### src/hdl/tdvt_pkg.sv
// Package for the touch drag value throttle: field widths, opcodes,
// register indexes and the sequencer state type.
// No dependencies.
package tdvt_pkg;

  localparam int OPCODE_W   = 2;
  localparam int TOUCH_Y_W  = 10;
  localparam int NOW_W      = 32;
  localparam int VALUE_W    = 10;
  localparam int WORD_W     = 16;
  localparam int CFG_ADDR_W = 3;

  typedef enum logic [OPCODE_W-1:0] {
    OP_TOUCH   = 2'd0,
    OP_RELEASE = 2'd1,
    OP_POLL    = 2'd2,
    OP_NOP     = 2'd3
  } opcode_t;

  typedef enum logic [CFG_ADDR_W-1:0] {
    REG_MIN_VALUE   = 3'd0,
    REG_MAX_VALUE   = 3'd1,
    REG_UNIT_TENTHS = 3'd2,
    REG_INTERVAL    = 3'd3,
    REG_START_VALUE = 3'd4
  } cfg_index_t;

  typedef enum logic [2:0] {
    ST_IDLE,
    ST_DIVIDE,
    ST_CLAMP,
    ST_ROUND,
    ST_FINISH
  } state_t;

  // control lines from the sequencer
  typedef struct packed {
    logic in_ready;
    logic div_start;
    logic out_load;
  } seq_ctrl_t;

endpackage

### src/hdl/tdvt_if.sv
// Channel interfaces: touch request, result and configuration write.
// Depends on tdvt_pkg.
interface tdvt_req_if;
  logic                           valid;
  logic                           ready;
  logic [tdvt_pkg::OPCODE_W-1:0]  opcode;
  logic [tdvt_pkg::TOUCH_Y_W-1:0] touch_y;
  logic                           landed;
  logic [tdvt_pkg::NOW_W-1:0]     now_ms;
  modport source (output valid, opcode, touch_y, landed, now_ms, input ready);
  modport sink   (input valid, opcode, touch_y, landed, now_ms, output ready);
endinterface

interface tdvt_rsp_if;
  logic                         valid;
  logic                         ready;
  logic                         report_ready;
  logic [tdvt_pkg::VALUE_W-1:0] reported_value;
  logic [tdvt_pkg::VALUE_W-1:0] current_value;
  logic                         dragging;
  modport source (output valid, report_ready, reported_value, current_value, dragging,
                  input ready);
  modport sink   (input valid, report_ready, reported_value, current_value, dragging,
                  output ready);
endinterface

interface tdvt_cfg_if;
  logic                            valid;
  logic                            ready;
  logic [tdvt_pkg::CFG_ADDR_W-1:0] addr;
  logic [tdvt_pkg::WORD_W-1:0]     data;
  modport source (output valid, addr, data, input ready);
  modport sink   (input valid, addr, data, output ready);
endinterface

### src/hdl/tdvt_div.sv
// Restoring divider, one quotient bit per cycle.
// Standalone; used by touch_drag_value_throttle_core.
module tdvt_div #(
  parameter int NUM_W = 22,
  parameter int DEN_W = 16
) (
  input  logic             clk,
  input  logic             rst,
  input  logic             start,
  input  logic [NUM_W-1:0] num,
  input  logic [DEN_W-1:0] den,
  output logic [NUM_W-1:0] quot,
  output logic             done
);

  localparam int CNT_W = $clog2(NUM_W + 1);

  logic [CNT_W-1:0] cnt;
  logic             busy;
  logic [DEN_W-1:0] rem;
  logic [DEN_W:0]   trial;
  logic [DEN_W:0]   trial_sub;
  logic             ge;

  always_comb begin
    trial     = {rem, quot[NUM_W-1]};
    ge        = trial >= {1'b0, den};
    trial_sub = trial - {1'b0, den};
  end

  always_ff @(posedge clk) begin
    if (rst) begin
      busy <= 1'b0;
      done <= 1'b0;
      cnt  <= '0;
    end else begin
      done <= 1'b0;
      if (start) begin
        busy <= 1'b1;
        cnt  <= CNT_W'(NUM_W);
      end else if (busy) begin
        cnt <= cnt - CNT_W'(1);
        if (cnt == CNT_W'(1)) begin
          busy <= 1'b0;
          done <= 1'b1;
        end
      end
    end
  end

  always_ff @(posedge clk) begin
    if (start) begin
      rem  <= '0;
      quot <= num;
    end else if (busy) begin
      rem  <= ge ? trial_sub[DEN_W-1:0] : trial[DEN_W-1:0];
      quot <= {quot[NUM_W-2:0], ge};
    end
  end

endmodule

### src/hdl/touch_drag_value_throttle_core.sv
// Channel  Dir   Handshake     Payload
// req      in    valid/ready   opcode, touch_y, landed, now_ms
// rsp      out   valid/ready   report_ready, reported_value, current_value, dragging
// cfg      in    valid/ready   addr, data (always ready)
//
// A landing touch or a touch during a drag runs through the bit-serial divider and then
// the clamp and round states; release, poll, idle touch and no-op go straight to finish.
// One request is in flight at a time; req.ready is high only in the idle state.
// A finished result waits in the output register; a stalled rsp holds the
// sequencer at its last state. Reset is synchronous and loads the register defaults.
// Depends on tdvt_pkg, tdvt_if and tdvt_div.
module touch_drag_value_throttle_core #(
  parameter int ROW_BITS      = 10,
  parameter int FRACTION_BITS = 8
) (
  input  logic     clk,
  input  logic     rst,
  tdvt_req_if.sink   req,
  tdvt_rsp_if.source rsp,
  tdvt_cfg_if.sink   cfg
);

  localparam int VW = tdvt_pkg::VALUE_W;
  localparam int PW = VW + FRACTION_BITS;
  localparam int NW = ROW_BITS + 4 + FRACTION_BITS;
  localparam int SW = ((NW > PW) ? NW : PW) + 2;
  localparam logic [PW:0] HALF = (PW + 1)'(1) << (FRACTION_BITS - 1);

  // configuration
  logic [VW-1:0]                  min_value;
  logic [VW-1:0]                  max_value;
  logic [tdvt_pkg::WORD_W-1:0]    unit_tenths;
  logic [tdvt_pkg::WORD_W-1:0]    report_interval_ms;
  logic [VW-1:0]                  start_value;

  // slider state
  logic [PW-1:0]                  position;
  logic [PW-1:0]                  grab_position;
  logic [ROW_BITS-1:0]            grab_row;
  logic [VW-1:0]                  shown_value;
  logic                           report_pending;
  logic                           drag_active;
  logic [tdvt_pkg::NOW_W-1:0]     last_report_time;
  logic                           quot_neg;
  logic                           res_report;
  logic [VW-1:0]                  res_value;

  tdvt_pkg::state_t    state, state_next;
  tdvt_pkg::seq_ctrl_t ctrl;
  tdvt_pkg::opcode_t   op;

  logic                accept;
  logic                needs_div;
  logic [ROW_BITS-1:0] row;
  logic [ROW_BITS-1:0] grab_eff;
  logic                row_neg;
  logic [ROW_BITS-1:0] diff;
  logic [ROW_BITS+3:0] diff10;
  logic [NW-1:0]       num;
  logic [tdvt_pkg::WORD_W-1:0] den;
  logic [NW-1:0]       quot;
  logic                div_done;
  logic [tdvt_pkg::NOW_W-1:0] elapsed;
  logic                poll_ok;

  logic signed [SW-1:0] gp_s, q_s, p_sum, lo_s, hi_s, p_lo, p_cl;
  logic [PW:0]          rnd;
  logic [VW-1:0]        rnd_value;

  logic          out_valid;
  logic          out_report;
  logic [VW-1:0] out_reported;
  logic [VW-1:0] out_current;
  logic          out_dragging;

  assign op        = tdvt_pkg::opcode_t'(req.opcode);
  assign accept    = req.valid && ctrl.in_ready;
  assign needs_div = (op == tdvt_pkg::OP_TOUCH) && (req.landed || drag_active);
  assign req.ready = ctrl.in_ready;
  assign cfg.ready = 1'b1;

  // finger up (smaller row) moves the position up
  always_comb begin
    row      = ROW_BITS'(req.touch_y);
    grab_eff = req.landed ? row : grab_row;
    row_neg  = row > grab_eff;
    diff     = row_neg ? (row - grab_eff) : (grab_eff - row);
    diff10   = {1'b0, diff, 3'b000} + {3'b000, diff, 1'b0};
    num      = {diff10, {FRACTION_BITS{1'b0}}};
    den      = (unit_tenths == '0) ? tdvt_pkg::WORD_W'(1) : unit_tenths;
  end

  always_comb begin
    elapsed = req.now_ms - last_report_time;
    poll_ok = report_pending &&
              !(drag_active && (elapsed < {16'b0, report_interval_ms}));
  end

  tdvt_div #(
    .NUM_W (NW),
    .DEN_W (tdvt_pkg::WORD_W)
  ) u_div (
    .clk   (clk),
    .rst   (rst),
    .start (ctrl.div_start),
    .num   (num),
    .den   (den),
    .quot  (quot),
    .done  (div_done)
  );

  // clamp: raise to min first, then lower to max
  always_comb begin
    gp_s  = $signed(SW'(grab_position));
    q_s   = $signed(SW'(quot));
    p_sum = quot_neg ? (gp_s - q_s) : (gp_s + q_s);
    lo_s  = $signed(SW'({min_value, {FRACTION_BITS{1'b0}}}));
    hi_s  = $signed(SW'({max_value, {FRACTION_BITS{1'b0}}}));
    p_lo  = (p_sum < lo_s) ? lo_s : p_sum;
    p_cl  = (p_lo > hi_s) ? hi_s : p_lo;
  end

  always_comb begin
    rnd       = {1'b0, position} + HALF;
    rnd_value = rnd[FRACTION_BITS+VW-1:FRACTION_BITS];
  end

  // next state
  always_comb begin
    state_next = state;
    case (state)
      tdvt_pkg::ST_IDLE: begin
        if (accept) state_next = needs_div ? tdvt_pkg::ST_DIVIDE : tdvt_pkg::ST_FINISH;
      end
      tdvt_pkg::ST_DIVIDE: begin
        if (div_done) state_next = tdvt_pkg::ST_CLAMP;
      end
      tdvt_pkg::ST_CLAMP:  state_next = tdvt_pkg::ST_ROUND;
      tdvt_pkg::ST_ROUND:  state_next = tdvt_pkg::ST_FINISH;
      tdvt_pkg::ST_FINISH: begin
        if (!out_valid || rsp.ready) state_next = tdvt_pkg::ST_IDLE;
      end
      default: state_next = tdvt_pkg::ST_IDLE;
    endcase
  end

  // sequencer outputs
  always_comb begin
    ctrl = '0;
    case (state)
      tdvt_pkg::ST_IDLE: begin
        ctrl.in_ready  = 1'b1;
        ctrl.div_start = req.valid && needs_div;
      end
      tdvt_pkg::ST_FINISH: ctrl.out_load = !out_valid || rsp.ready;
      default: ctrl = '0;
    endcase
  end

  always_ff @(posedge clk) begin
    if (rst) state <= tdvt_pkg::ST_IDLE;
    else     state <= state_next;
  end

  always_ff @(posedge clk) begin
    if (rst) begin
      min_value          <= VW'(0);
      max_value          <= VW'(100);
      unit_tenths        <= tdvt_pkg::WORD_W'(100);
      report_interval_ms <= tdvt_pkg::WORD_W'(40);
      start_value        <= VW'(0);
      position           <= '0;
      grab_position      <= '0;
      grab_row           <= '0;
      shown_value        <= '0;
      report_pending     <= 1'b0;
      drag_active        <= 1'b0;
      last_report_time   <= '0;
    end else begin
      if (cfg.valid) begin
        case (tdvt_pkg::cfg_index_t'(cfg.addr))
          tdvt_pkg::REG_MIN_VALUE:   min_value <= cfg.data[VW-1:0];
          tdvt_pkg::REG_MAX_VALUE:   max_value <= cfg.data[VW-1:0];
          tdvt_pkg::REG_UNIT_TENTHS: unit_tenths <= cfg.data;
          tdvt_pkg::REG_INTERVAL:    report_interval_ms <= cfg.data;
          tdvt_pkg::REG_START_VALUE: begin
            start_value <= cfg.data[VW-1:0];
            position    <= {cfg.data[VW-1:0], {FRACTION_BITS{1'b0}}};
            shown_value <= cfg.data[VW-1:0];
          end
          default: ;
        endcase
      end
      if (accept) begin
        case (op)
          tdvt_pkg::OP_TOUCH: begin
            if (req.landed) begin
              drag_active   <= 1'b1;
              grab_row      <= row;
              grab_position <= position;
            end
          end
          tdvt_pkg::OP_RELEASE: begin
            if (drag_active) begin
              drag_active      <= 1'b0;
              last_report_time <= '0;
            end
          end
          tdvt_pkg::OP_POLL: begin
            if (poll_ok) begin
              report_pending   <= 1'b0;
              last_report_time <= req.now_ms;
            end
          end
          default: ;
        endcase
      end
      if (state == tdvt_pkg::ST_CLAMP) position <= p_cl[PW-1:0];
      if (state == tdvt_pkg::ST_ROUND && rnd_value != shown_value) begin
        shown_value    <= rnd_value;
        report_pending <= 1'b1;
      end
    end
  end

  // per-request scratch
  always_ff @(posedge clk) begin
    if (accept) begin
      quot_neg   <= row_neg;
      res_report <= (op == tdvt_pkg::OP_POLL) && poll_ok;
      res_value  <= ((op == tdvt_pkg::OP_POLL) && poll_ok) ? shown_value : '0;
    end
  end

  always_ff @(posedge clk) begin
    if (rst) begin
      out_valid <= 1'b0;
    end else if (ctrl.out_load) begin
      out_valid <= 1'b1;
    end else if (rsp.ready) begin
      out_valid <= 1'b0;
    end
  end

  always_ff @(posedge clk) begin
    if (ctrl.out_load) begin
      out_report   <= res_report;
      out_reported <= res_value;
      out_current  <= shown_value;
      out_dragging <= drag_active;
    end
  end

  assign rsp.valid          = out_valid;
  assign rsp.report_ready   = out_report;
  assign rsp.reported_value = out_reported;
  assign rsp.current_value  = out_current;
  assign rsp.dragging       = out_dragging;

endmodule

### src/flat_wrapper.sv
// flat-port wrapper written by rule: the top's interface ports become plain ports
module touch_drag_value_throttle_core_flat 
#(
  parameter int ROW_BITS      = 10,
  parameter int FRACTION_BITS = 8
)
  (clk, rst, req_valid, req_opcode, req_touch_y, req_landed, req_now_ms, req_ready, rsp_valid, rsp_report_ready, rsp_reported_value, rsp_current_value, rsp_dragging, rsp_ready, cfg_valid, cfg_addr, cfg_data, cfg_ready);
  tdvt_req_if req_i ();
  tdvt_rsp_if rsp_i ();
  tdvt_cfg_if cfg_i ();
  input  logic clk;
  input  logic rst;
  input wire logic [$bits(req_i.valid)-1:0] req_valid;
  input wire logic [$bits(req_i.opcode)-1:0] req_opcode;
  input wire logic [$bits(req_i.touch_y)-1:0] req_touch_y;
  input wire logic [$bits(req_i.landed)-1:0] req_landed;
  input wire logic [$bits(req_i.now_ms)-1:0] req_now_ms;
  output wire logic [$bits(req_i.ready)-1:0] req_ready;
  output wire logic [$bits(rsp_i.valid)-1:0] rsp_valid;
  output wire logic [$bits(rsp_i.report_ready)-1:0] rsp_report_ready;
  output wire logic [$bits(rsp_i.reported_value)-1:0] rsp_reported_value;
  output wire logic [$bits(rsp_i.current_value)-1:0] rsp_current_value;
  output wire logic [$bits(rsp_i.dragging)-1:0] rsp_dragging;
  input wire logic [$bits(rsp_i.ready)-1:0] rsp_ready;
  input wire logic [$bits(cfg_i.valid)-1:0] cfg_valid;
  input wire logic [$bits(cfg_i.addr)-1:0] cfg_addr;
  input wire logic [$bits(cfg_i.data)-1:0] cfg_data;
  output wire logic [$bits(cfg_i.ready)-1:0] cfg_ready;
  assign req_i.valid = req_valid;
  assign req_i.opcode = req_opcode;
  assign req_i.touch_y = req_touch_y;
  assign req_i.landed = req_landed;
  assign req_i.now_ms = req_now_ms;
  assign req_ready = req_i.ready;
  assign rsp_valid = rsp_i.valid;
  assign rsp_report_ready = rsp_i.report_ready;
  assign rsp_reported_value = rsp_i.reported_value;
  assign rsp_current_value = rsp_i.current_value;
  assign rsp_dragging = rsp_i.dragging;
  assign rsp_i.ready = rsp_ready;
  assign cfg_i.valid = cfg_valid;
  assign cfg_i.addr = cfg_addr;
  assign cfg_i.data = cfg_data;
  assign cfg_ready = cfg_i.ready;
  touch_drag_value_throttle_core #(.ROW_BITS(ROW_BITS), .FRACTION_BITS(FRACTION_BITS)) u_core (.clk(clk), .rst(rst), .req(req_i), .rsp(rsp_i), .cfg(cfg_i));
endmodule
### config.mk
export PLATFORM = sky130hd
export DESIGN_NAME = touch_drag_value_throttle_core_flat
export DESIGN_NICKNAME = d
export VERILOG_FILES = /design/src/hdl/tdvt_pkg.sv /design/src/hdl/tdvt_if.sv /design/src/hdl/tdvt_div.sv /design/src/hdl/touch_drag_value_throttle_core.sv /design/src/flat_wrapper.sv
export SDC_FILE = /design/constraint.sdc
export NUM_CORES = 1
export LEC_CHECK = 0
export ABC_AREA = 1
export BUFFER_PORTS_ARGS = -buffer_cell sky130_fd_sc_hd__clkbuf_2
export CORE_MARGIN = 2
export CORE_UTILIZATION = 65
export DETAILED_ROUTE_END_ITERATION = 7
export HOLD_SLACK_MARGIN = 0.08
export PLACE_DENSITY = 0.83
export SYNTH_ARGS = -nofsm -noshare
export SYNTH_HDL_FRONTEND = slang
export SYNTH_HIERARCHICAL = 1
export SYNTH_SLANG_ARGS = --single-unit
### constraint.sdc
create_clock -name clk -period 15.71 [get_ports clk]
set_input_delay 0.7855 -clock clk [delete_from_list [all_inputs] [get_ports clk]]
set_output_delay 0.7855 -clock clk [all_outputs]
set_load 0.02 [all_outputs]
# Word-level counts from Yosys, hierarchy flattened
# Index checks and enable logic that the tools add are counted.
[word_totals]
regBits = 225
in_bits = 69
[classes]
addsub = 9
order_cmp = 5
n_eq_ne = 18
muxes = 39
bitwise_logic = 1
reduce_logical = 40
[ops]
columns = ["cell", "n"]
rows = [
  ["$mux 18", 4],
  ["$mux 32", 2],
  ["$pmux 32 s2", 1],
  ["$mux 10", 5],
  ["$mux 24", 2],
  ["$mux 22", 2],
  ["$lt 32x16->1", 1],
  ["$mux 16", 2],
  ["$sub 32x32->32", 1],
  ["$gt 24x19->1", 1],
  ["$lt 24x19->1", 1],
  ["$add 18x22->23", 1],
  ["$sub 18x22->23", 1],
  ["$reduce_bool 2->1", 11],
  ["$sub 10x10->10", 2],
  ["$add 18x8->18 const B", 1],
  ["$ge 17x16->1", 1],
  ["$logic_not 16->1", 1],
  ["$sub 16x16->16", 1],
  ["$pmux 3 s5", 1],
  ["$add 13x11->14", 1],
  ["$reduce_and 2->1", 7],
  ["$eq 3x2->1 const B", 4],
  ["$mux 1", 12],
  ["24 further kinds", 46],
]

# Logic depth before layout (Yosys ltp)
# Gate-level depths: netlist of the first run.
[logic_depth]
ltp_word = 9
depth_mapped = 43

# Hierarchy
# The synthesis of the first run kept the hierarchy.
[modules_own_cells]
columns = ["module", "instances", "cells_each", "area_each_um2", "seq_area_each_um2"]
rows = [
  ["touch_drag_value_throttle_core", 1, 2422, 14889.3, 3943.8],
  ["tdvt_div", 1, 448, 3103.0, 1121.1],
]

# Worst setup path after synthesis of the first run
# No wires, ideal clock.
[synth_timing]
path_type = "register to register"
from = "register u_core.u_div.quot[5]"
to = "register u_core.position[15]"
setup_ns = 0.119
arrival_time_ns = 4.889
t_required_ns = 15.591
setup_slack_ns = 10.701
path_stages_with_launch = 40
n_path_buf = 3
period_less_slack_ns = 5.009
cell_sequence = "edfxtp_1 inv_1 ha_1 clkbuf_2 nor2_1 inv_1 nor3_1 a21oi_1 o211ai_1 xor2_1 nand2_1 nand2_1 inv_1 ha_1 nand2_1 nor2_1 a211oi_1 nand2_1 [... 4 more ...] nand2_1 nand2_1 inv_1 ha_1 nand2_1 nor3_1 nand4_1 nor3_1 nand2_1 nor2_1 nand4_1 nand2_1 nand2_1 nand2_2 buf_4 nand2_1 nand3_1 a21oi_1"
[synth_between]
elab_chain_len = 7
word_cells_on_any_way = 8
classes_between = "add/sub (2); order compare (2); mux (4)"
[synth_lines]
columns = ["element", "line_no", "text"]
rows = [
  ["from (decl)", "tdvt_div.sv:12", "output logic [NUM_W-1:0] quot,"],
  ["from (signal assigned)", "tdvt_div.sv:54", "quot <= num;"],
  ["from (signal assigned)", "tdvt_div.sv:57", "quot <= {quot[NUM_W-2:0], ge};"],
  ["$add 18x22->23 / $sub 18x22->23 (equally long branches)", "touch_drag_value_throttle_core.sv:116", "p_sum = quot_neg ? (gp_s - q_s) : (gp_s + q_s);"],
  ["$mux 24 *", "touch_drag_value_throttle_core.sv:116", ""],
  ["$lt 24x19->1", "touch_drag_value_throttle_core.sv:119", "p_lo = (p_sum < lo_s) ? lo_s : p_sum;"],
  ["$mux 24 *", "touch_drag_value_throttle_core.sv:119", ""],
  ["$gt 24x19->1", "touch_drag_value_throttle_core.sv:120", "p_cl = (p_lo > hi_s) ? hi_s : p_lo;"],
  ["$mux 18 *", "touch_drag_value_throttle_core.sv:120", ""],
  ["$mux 18 *", "touch_drag_value_throttle_core.sv:218", "if (state == tdvt_pkg::ST_CLAMP) position <= p_cl[PW-1:0];"],
  ["to (signal assigned)", "touch_drag_value_throttle_core.sv:188", "position <= {cfg.data[VW-1:0], {FRACTION_BITS{1'b0}}};"],
  ["to (signal assigned)", "touch_drag_value_throttle_core.sv:218", ""],
  ["to (decl)", "touch_drag_value_throttle_core.sv:37", "logic [PW-1:0] position;"],
]
# Mark *: on every way between the ends. The rest lies on a longest branch, timed or not.
# A chain may end at the register's enable or synchronous reset.

# Final worst setup path of the first run
[layout_timing]
from = "register u_core.u_div.quot[2]"
to = "register u_core.position[4]"
# The elaborated chain is that of the path after synthesis.

==> results of run 1 <==
cells in the mapped netlist (2+ instances only):
cell	instances
o2111ai_1	2
nand3b_1	9
o211ai_1	11
a21oi_1	173
a31oi_1	2
o21ai_0	154
nand2_1	829
buf_6	4
buf_1	7
fa_1	7
buf_4	7
clkinv_1	2
conb_1	2
o31ai_1	2
nand3_1	178
nor2_1	318
nor4_1	7
a211oi_1	13
or2_2	4
xnor2_1	7
inv_1	490
clkbuf_1	61
nor2_2	6
buf_2	16
dfxtp_1	169
nand3_2	6
nor3_1	35
inv_2	4
clkbuf_2	3
o21bai_1	9
nand2_2	13
ha_1	148
xor2_1	55
nor3_2	3
mux2i_1	3
a311oi_1	2
nand4_1	31
and2_1	8
edfxtp_1	56
power groups by stage:
stage	Sequential [mW]	Clock (mW)	Combinational [mW]
2_1_floorplan	0.744	0	0.857
6_report	0.733	0.638	1.16
3_5_place_dp	0.742	0	1.12
3_3_place_gp	0.738	0	1.09
4_1_cts	0.731	0.641	1.14
5_1_grt	0.739	0.663	1.30
per-layer routing:
metal | part of all wire, % | wire [um] | up-vias | global-route usage (%)
li1 | - | - | 9084 | -
met1 | 43 | 22500 | 8189 | 46.4
met2 | 46 | 23800 | 752 | 59.5
met3 | 7.1 | 3720 | 124 | 4.37
met4 | 4.0 | 2100 | 0 | 14.0
met5 | 0 | 0 | - | 0
registers in the layout, summed over array words and instances (netlist names), 3 cells and up:
| signal | flops |
|---|---|
| u_core/position | 18 |
| u_core/u_div/cnt | 5 |
| u_core/u_div/quot | 22 |
| u_core/report_interval_ms | 16 |
| u_core/unit_tenths | 16 |
| u_core/shown_value | 10 |
| u_core/res_value | 10 |
| u_core/rsp.current_value | 10 |
| u_core/rsp.reported_value | 10 |
| u_core/grab_position | 18 |
| u_core/max_value | 10 |
| u_core/state | 3 |
| u_core/last_report_time | 32 |
| u_core/min_value | 10 |
| u_core/grab_row | 10 |
| u_core/u_div/rem | 16 |
cells in the final DEF, fill, tap and decap left out, drive strengths merged, types with 8 or more instances in the layout:
cell | netlist | final
nand2 | 843 | 843
inv | 494 | 496
nor2 | 325 | 325
nand3 | 185 | 185
a21oi | 173 | 173
dfxtp | 169 | 169
o21ai | 155 | 155
ha | 148 | 148
clkbuf | 64 | 128
edfxtp | 56 | 56
xor2 | 55 | 55
nor3 | 39 | 39
nand4 | 31 | 31
a211oi | 13 | 13
o211ai | 11 | 11
conb | 2 | 10
buf | 34 | 10
o21bai | 9 | 9
nand3b | 9 | 9
and2 | 8 | 8
final timing paths:
path / cells after the start / slack (ns) / end / startpoint
worst max register to register: 35 / 9.09 / u_core/position[4]$_SDFFE_PP0P_ / u_core/u_div/quot[2]$_DFFE_PP_
worst min-delay path: 0 / 0.42 / u_core/rsp.reported_value[5]$_DFFE_PP_ / u_core/res_value[5]$_SDFFCE_PN0P_
worst min register to register: 0 / 0.42 / u_core/rsp.reported_value[5]$_DFFE_PP_ / u_core/res_value[5]$_SDFFCE_PN0P_
worst max-delay path: 35 / 9.09 / u_core/position[4]$_SDFFE_PP0P_ / u_core/u_div/quot[2]$_DFFE_PP_
stage by stage:
stage	area [um^2]	power, mW
2_1_floorplan	18000	1.60
3_3_place_gp	18600	1.83
3_5_place_dp	18600	1.87
4_1_cts	19500	2.51
5_1_grt	19500	2.70
6_report	19500	2.53
critical path: cells and delay by family (launching register included):
kind,cells,cell delay (ns)
flops,1,0.41
compound gates,6,1.29
buf+inv,6,0.93
fa+ha+maj,4,1.38
xor+xnor,1,0.28
simple gates,18,2.23
kinds of logic after synthesis:
group                    share of synthesized area [%]
buffers and inverters                             12.8
flip-flops                                        28.2
other                                           0.0417
XOR/XNOR                                          3.02
adder cells (fa/ha/maj)                           11.1
AO/OA/AOI/OAI                                     11.2
multiplexers                                     0.167
AND/OR/NAND/NOR                                   33.5
final cells by class:
type                    instances  area [um^2]
clock buffers                  36          751
fillers                      2331         7600
clock inverters                12          159
well taps                     372          465
repair buffers                102          536
inverters                     496         1860
flip-flops and latches        225         5060
multi-input cells            2059        10700
==> impl_metrics.yaml, run 1 <==
synthesis:
  syn_area_per_cell_um2: 6.27
  synth_warnings: 6
  synth_area_leaders: "dfxtp_1 19%, nand2_1 17%, ha_1 10%, inv_1 10%, edfxtp_1 9.3%"
  synthArstFlopShare_pct: 0
  synth_edf_count: 56
  ys_types: 53
  yosysSeqAreaShare_pct: 28.2
  syn-cell-area_um2: 18000
  netlist.area_leader.share_pct: 18.8
  syn_inst: 2870
  synth_flop_cell: "dfxtp_1"
  yosys.area.top_type: "dfxtp_1"
  ys_seq_elements: 225
cts:
  cts_resized: 0
  cts.path.max_buffers: 3
  post_cts_buffers: 0
  hold_buffers: 0
  clk_pin_slew_ns: 0.06
  cts_sinks: 225
  clock-root-buffer: "clkbuf_16"
  clk_latency_ns: 0.55
  cts_buffers: 26
  cts_max_level: 1
  cts_tree: "done"
detailed_routing:
  dr.pass1.iters: 6
  postRouteAntennaNets: 0
  vias: 18149
  wirelength_um: 52100
  drc: 0
  drt-initial-drc-count: 1711
  wl_per_cell_um: 15.8
  via_per_inst: 5.50
pwr:
  p_clk_share_pct: 25.3
  switching_share_pct: 42.6
  p_seq_share_pct: 29.0
  combPwrFrac_pct: 45.7
  leakagePower_nw: 10.2
  intPower_mw: 1.45
  ir_worst_vdd_mv: 0.104
  switchingPower_mw: 1.08
  power_density_nw_per_um2: 130
critical_path:
  cp_common_cell: "nand2_1"
  critical_path_class: "reg -> reg"
  slowest_stage: "clkinv_1"
  cpPeakStageDelay_ns: 0.50
  cp_data_arrival_time_ns: 7.07
  worstPathRequired_ns: 16.16
  worstSetupStartpointType: "flip-flop"
  path_max_fanout: 18
  worstSetupEndpointType: "flip-flop"
timing:
  max_freq_ghz: 0.151
  grt_setup_unrepaired: "false"
  slew_headroom_pct: 16.4
  fin_ws_ns: 9.09
  finalClockSkew_ns: 0.0143
  worst_slew_pin_slew_ns: 1.25
  holdWs_ns: 0.419
  period_needed_ns: 6.62
  slew_viol_final: 0
  setup_viol: 0
  period_share_pct: 42.2
  tns_ns: 0
  final-hold-violation-count: 0
grt:
  grtUsageTotal_pct: 35.4
  grt_start_max_net_pins: 113
  grt_pass1_vias: 17083
  grt_antenna_before_repair: 0
  grt-ovfl-total: 0
  grt_pass1_wl_um: 83300
floorplan:
  fp.dieW_um: 170
  io_pins: 94
  row_count: 60
  die_area_um2: 29000
  core-area_um2: 27100
  start_util_pct: 66.4
  fp.dieH_um: 170
layout:
  drive_above_1_share_pct: 6.52
  antenna_cells: 0
  nNetsFinal: 3134
  utilization_pct: 72.0
  area_delta_synth_final_pct: 8.39
  layout.cells.non_filler: 3302
placement:
  gp_congestion: 0.962
  dp_cells: 3254
  port_buffers: 92
  place.detailed.hpwl_um: 39500
  place_ws_ns: 9.36
status:
  status: "complete, no violations"
hold_path:
  hp-class: "reg -> reg"
flow_run:
  maxCapViolations: 0
Note: power is estimated with default switching activity, not from simulation.
==> run 2: changes to the inputs <==
ABC_AREA = 0   (was 1)
CORE_UTILIZATION = 63   (was 65)
PLACE_DENSITY = 0.81   (was 0.83)
clock period = 6.7 ns   (was 15.71 ns; I/O delays follow)
==> impl_metrics.yaml, run 2 <==
cts:
  cts_buffers: 26
  clk_pin_slew_ns: 0.06
  clock-root-buffer: "clkbuf_16"
  clk_latency_ns: 0.54
  cts.path.max_buffers: 3
  cts_max_level: 1
  cts_tree: "done"
  cts_sinks: 225
detailed_routing:
  wirelength_um: 45000
  dr.pass1.iters: 6
  wl_per_cell_um: 18.1
  drc: 0
  drt-initial-drc-count: 1492
  postRouteAntennaNets: 0
  via_per_inst: 6.25
  vias: 15494
pwr:
  power_mw: 4.70
  switching_share_pct: 36.6
  p_seq_share_pct: 32.9
  ir_worst_vdd_mv: 0.375
  intPower_mw: 2.98
  switchingPower_mw: 1.72
  p_clk_share_pct: 29.4
  leakagePower_nw: 7.26
  power_density_nw_per_um2: 255
  combPwrFrac_pct: 37.7
synthesis:
  synth_top_cells_by_count: "239 x a21oi_1, 236 x nand2_1, 169 x dfxtp_1"
  synth_flop_cell: "dfxtp_1"
  synthArstFlopShare_pct: 0
  syn_area_per_cell_um2: 8.06
  yosysMostFrequentCell: "a21oi_1"
  synth_warnings: 6
  synth_edf_count: 56
  yosys.area.top_type: "dfxtp_1"
  netlist.area_leader.share_pct: 20.0
  ys_types: 99
  syn_inst: 2097
  yosysSeqAreaShare_pct: 30.0
  syn-cell-area_um2: 16900
  synth_area_leaders: "dfxtp_1 20%, ha_1 11%, edfxtp_1 9.9%, a21oi_1 7.1%, nand2_1 5.2%"
  ys_seq_elements: 225
status:
  status: "complete, no violations"
layout:
  nFillCells: 2125
  final_cell_mix: "238 x a21oi_1, 236 x nand2_1, 169 x dfxtp_1, 167 x inv_1, 146 x ha_1"
  nNetsFinal: 2350
  final_common_cell: "a21oi_1"
  largestRegisters: "u_core/last_report_time (32), u_core/u_div/quot (22)"
  utilization_pct: 70.4
  largest_register_ff_count: 32
  antenna_cells: 0
  area_delta_synth_final_pct: 9.05
  fin_area_um2: 18400
  drive_above_1_share_pct: 11.1
  top_register: "u_core/last_report_time"
placement:
  dpl-instance-area_um2: 17400
  place_ws_ns: 0.275
  port_buffers: 92
  gp_congestion: 0.973
  place.detailed.hpwl_um: 32900
floorplan:
  fp.dieW_um: 168
  die_area_um2: 28200
  row_count: 59
  start_util_pct: 64.5
  io_pins: 94
  fp.dieH_um: 168
  core-area_um2: 26200
critical_path:
  critical_path_class: "reg -> reg"
  cp_data_arrival_time_ns: 6.67
  worstPathRequired_ns: 7.11
  r2r_cells: 30
  slowest_stage: "or4_1"
  worstSetupEndpointType: "flip-flop"
  cp_common_cell: "a21oi_1"
  cpPeakStageDelay_ns: 0.48
  reg2reg_from: "u_core/u_div/quot[9]$_DFFE_PP_"
  critPathTopFamily: "compound AO/OA/AOI/OAI gates"
  worst-path-stages: 30
  path_max_fanout: 16
  crit_start: "u_core/u_div/quot[9]$_DFFE_PP_"
  worstSetupStartpointType: "flip-flop"
  worst-path-buf-inv: 3
grt:
  grt_pass1_wl_um: 72700
  grtUsageTotal_pct: 31.1
  grt_pass1_vias: 14522
  grt_antenna_before_repair: 0
  grt_start_max_net_pins: 78
  grt-ovfl-total: 0
timing:
  setup_viol: 0
  slew_headroom_pct: 25.9
  slew_viol_final: 0
  fin_ws_ns: 0.440
  final-hold-violation-count: 0
  period_share_pct: 93.4
  period_needed_ns: 6.26
  max_freq_ghz: 0.160
  grt_setup_unrepaired: "false"
  finalClockSkew_ns: 0.0175
  worst_slew_pin_slew_ns: 1.11
  tns_ns: 0
hold_path:
  hp-class: "in -> reg"
  min_from: "req_now_ms[20]"
  whs_path_depth: 3
flow_run:
  maxCapViolations: 0
[run 2: changes by cell type after synthesis, sizes merged, moves of 23 or more]
cell,change
nand2,-606
inv,-327
nor2,-201
nand3,-103
o21ai,-81
a21oi,+68
xnor2,+43
mux2,+40
a21o,+39
clkbuf,+32
nand4,+26
nor2b,+23
[run 2: final timing paths]
kind	endpoint	slack, ns
worst min-delay path	u_core/last_report_time[20]$_SDFFE_PP0P_	0.09
worst min register to register	u_core/rsp.reported_value[8]$_DFFE_PP_	0.41
worst max-delay path	u_core/position[8]$_SDFFE_PP0P_	0.44
worst max register to register	u_core/position[8]$_SDFFE_PP0P_	0.44
[run 2: metrics by stage]
stage,std cells,hold slack [ns]
2_1_floorplan,2105,0.400
3_5_place_dp,2411,0.405
5_1_grt,2481,0.112
4_1_cts,2481,0.0807
3_3_place_gp,2411,0.401
6_report,2481,0.0944
[run 2: cell type report]
type	instances	area (um^2)	area share, %
multi-input combinational	1577	10700	58.1
sequential	225	5060	27.5
timing repair buffer	128	788	4.27
clock buffer	36	729	3.96
inverter	168	631	3.42
tap	335	419	2.27
clock inverter	12	101	0.550
[run 2: cells by family (layout without fill, tap and decap cells)]
group                      after synthesis  count (layout)  synth area share (%)
buffers and inverters                  303             344                  7.20
muxes                                   58              58                  3.73
adders and majority gates              155             155                  11.8
DFF                                    225             225                  30.0
AOI/OAI and AO/OA                      573             573                  22.5
xor gates and xnor gates                89              89                  4.61
and+or+nand+nor                        692             692                  20.1
other                                    2              10                0.0444
[run 2: worst register-to-register path: cells and delay by family, from the launching register on]
| family | cells | cell delay [ns] |
|---|---|---|
| AND/OR/NAND/NOR | 7 | 1.12 |
| flip-flops | 1 | 0.38 |
| buffers and inverters | 3 | 0.50 |
| XOR/XNOR | 1 | 0.25 |
| AO/OA/AOI/OAI | 15 | 2.60 |
| adder cells (fa/ha/maj) | 4 | 1.32 |
[run 2: timing repair]
action | 4_1_cts | 5_1_grt
endpoints found under the hold margin | 26 | 0
resized for setup | 0 | 9
buffers inserted | 0 | 0
hold buffers | 22 | 0
endpoints found under the setup margin | 0 | 18
[run 2: power by group through the flow]
stage,sequential (mW),combinational (mW),clock [mW]
4_1_cts,1.55,1.74,1.40
5_1_grt,1.56,1.94,1.45
3_5_place_dp,1.57,1.72,0
3_3_place_gp,1.57,1.68,0
6_report,1.55,1.77,1.38
2_1_floorplan,1.56,1.38,0
[run 2: layer usage]
metal	up-vias	wire length, um	global-route usage (%)
met2	668	19700	48.2
met4	0	1450	10.3
li1	7505	-	-
met3	103	3530	3.93
met5	-	0	0
met1	7218	20400	45.0
==> run 3: changes to the inputs <==
CTS_BUF_LIST = sky130_fd_sc_hd__clkbuf_16   (was unset)
SETUP_SLACK_MARGIN = 0.3   (was unset)
==> impl_metrics.yaml, run 3 (synthesis gave the netlist of run 2 again) <==
detailed_routing:
  drt-initial-drc-count: 1428
  wirelength_um: 45000
  wl_met1_um: 20500
  wl_per_cell_um: 18.1
  drc: 0
  dr.pass1.iters: 6
  wl_met2_um: 19600
  postRouteAntennaNets: 0
  top_layer_used: "met4"
  vias: 15431
  dr_wl_met3_um: 3450
  via_per_inst: 6.21
pwr:
  p_seq_share_pct: 33.1
  leakagePower_nw: 7.30
  ir_worst_vdd_mv: 0.379
  intPower_mw: 2.96
  switchingPower_mw: 1.72
  p_clk_share_pct: 28.8
  combPwrFrac_pct: 38.2
  switching_share_pct: 36.8
  power_density_nw_per_um2: 253
timing:
  period_needed_ns: 6.02
  tns_ns: 0
  period_share_pct: 89.9
  worst_slew_pin_slew_ns: 1.11
  max_freq_ghz: 0.166
  finalClockSkew_ns: 0.0141
  setup_viol: 0
  final-hold-violation-count: 0
  slew_headroom_pct: 26.2
  grt_setup_unrepaired: "false"
  slew_viol_final: 0
grt:
  grt_antenna_before_repair: 0
  grt_pass1_vias: 14527
  grtUsageTotal_pct: 31.1
  grt-ovfl-total: 0
  grt_pass1_wl_um: 72700
  grt_start_max_net_pins: 78
cts:
  cts_sinks: 225
  cts.path.max_buffers: 3
  clk_pin_slew_ns: 0.06
  clock-root-buffer: "clkbuf_16"
  clk_latency_ns: 0.54
  cts_max_level: 1
  cts_buffers: 26
  cts_tree: "done"
critical_path:
  cp_data_arrival_time_ns: 6.44
  r2r-end: "u_core/position[8]$_SDFFE_PP0P_"
  slowest_stage: "edfxtp_1"
  worstSetupStartpointType: "flip-flop"
  worstPathRequired_ns: 7.11
  path_max_fanout: 13
  r2r_cells: 32
  cpPeakStageDelay_ns: 0.42
  reg2reg_from: "u_core/u_div/quot[0]$_DFFE_PP_"
  worstSetupEndpointType: "flip-flop"
  reg2reg_setup_slack_ns: 0.68
  critical_path_class: "reg -> reg"
floorplan:
  fp.dieW_um: 168
  core-area_um2: 26200
  fp.dieH_um: 168
  row_count: 59
  die_area_um2: 28200
  io_pins: 94
  start_util_pct: 64.5
layout:
  utilization_pct: 70.6
  nNetsFinal: 2354
  final_cell_mix: "236 x nand2_1, 236 x a21oi_1, 174 x inv_1, 169 x dfxtp_1, 145 x ha_1"
  largest_register_ff_count: 32
  area_delta_synth_final_pct: 9.48
  antenna_cells: 0
  top_register: "u_core/last_report_time"
  largestRegisters: "u_core/last_report_time (32), u_core/u_div/quot (22)"
  drive_above_1_share_pct: 11.5
flow_run:
  maxCapViolations: 0
hold_path:
  min_from: "req_now_ms[20]"
  whs_path_depth: 3
  hp-class: "in -> reg"
  hold_end: "u_core/last_report_time[20]$_SDFFE_PP0P_"
placement:
  gp_congestion: 0.973
  port_buffers: 92
  place.detailed.hpwl_um: 32900
status:
  status: "complete, no violations"
-- run 3: changes by cell type in the layout (fill, tap and decap cells not counted), moves of 2 or more --
cell,change
clkbuf_1,-7
inv_1,+7
buf_4,+3
nor2_1,-3
nor2_2,+3
a21oi_1,-2
a21oi_2,+2
clkbuf_8,-2
clkinv_1,+2
-- run 3: routing by layer --
| metal | GRT usage, % | vias to the layer above |
|---|---|---|
| met5 | 0 | - |
| met4 | 10.3 | 0 |
| met3 | 3.93 | 106 |
| met2 | 48.3 | 640 |
| met1 | 44.9 | 7166 |
| li1 | - | 7519 |
-- run 3: how the worst max path moves through the flow --
stage | from | to | cells after the start
6_report | u_core/u_div/quot[0]$_DFFE_PP_ | u_core/position[8]$_SDFFE_PP0P_ | 32
3_5_place_dp | u_core/u_div/quot[0]$_DFFE_PP_ | u_core/position[10]$_SDFFE_PP0P_ | 33
4_1_cts | u_core/u_div/quot[0]$_DFFE_PP_ | u_core/position[8]$_SDFFE_PP0P_ | 33
2_1_floorplan | u_core/u_div/quot[9]$_DFFE_PP_ | u_core/position[12]$_SDFFE_PP0P_ | 34
5_1_grt | u_core/u_div/quot[0]$_DFFE_PP_ | u_core/position[8]$_SDFFE_PP0P_ | 32
3_3_place_gp | u_core/u_div/quot[0]$_DFFE_PP_ | u_core/position[10]$_SDFFE_PP0P_ | 29
-- run 3: worst max-delay path, delay by kind of cell, from the launching register on --
kind / cells / cell delay [ns]
AO/OA/AOI/OAI: 14 / 2.25
adder cells (fa/ha/maj): 5 / 1.37
buffers and inverters: 2 / 0.37
flip-flops: 1 / 0.42
AND/OR/NAND/NOR: 11 / 1.45
-- run 3: power groups by stage --
stage	sequential [mW]	clock, mW	combinational [mW]
2_1_floorplan	1.56	0	1.38
3_3_place_gp	1.57	0	1.68
3_5_place_dp	1.57	0	1.72
4_1_cts	1.55	1.37	1.74
5_1_grt	1.56	1.42	1.95
6_report	1.55	1.35	1.79
-- run 3: layout make-up --
type	count	area, um^2
repair buffers	132	831
clock buffers	27	676
well taps	335	419
inverters	168	631
fillers	2122	7690
multi-input cells	1577	10800
clock inverters	21	135
flip-flops and latches	225	5060
-- run 3: what timing repair did --
action                                  4_1_cts  5_1_grt
endpoints found under the setup margin       10       18
hold buffers                                 22        0
pin swaps                                     0        9
setup buffers                                 0        4
resized for setup                             2       17
endpoints found under the hold margin        26        0
-- run 3: metrics by stage --
stage          instance area (um^2)  worst slack [ns]  hold slack (ns)  power [mW]  std cells
6_report                      18500             0.675           0.0954        4.68       2485
5_1_grt                       18500             0.233            0.112        4.93       2485
4_1_cts                       18400             0.396           0.0807        4.66       2481
3_5_place_dp                  17400             0.275            0.405        3.30       2411
3_3_place_gp                  17400             0.402            0.401        3.25       2411
2_1_floorplan                 16900             0.512            0.400        2.94       2105
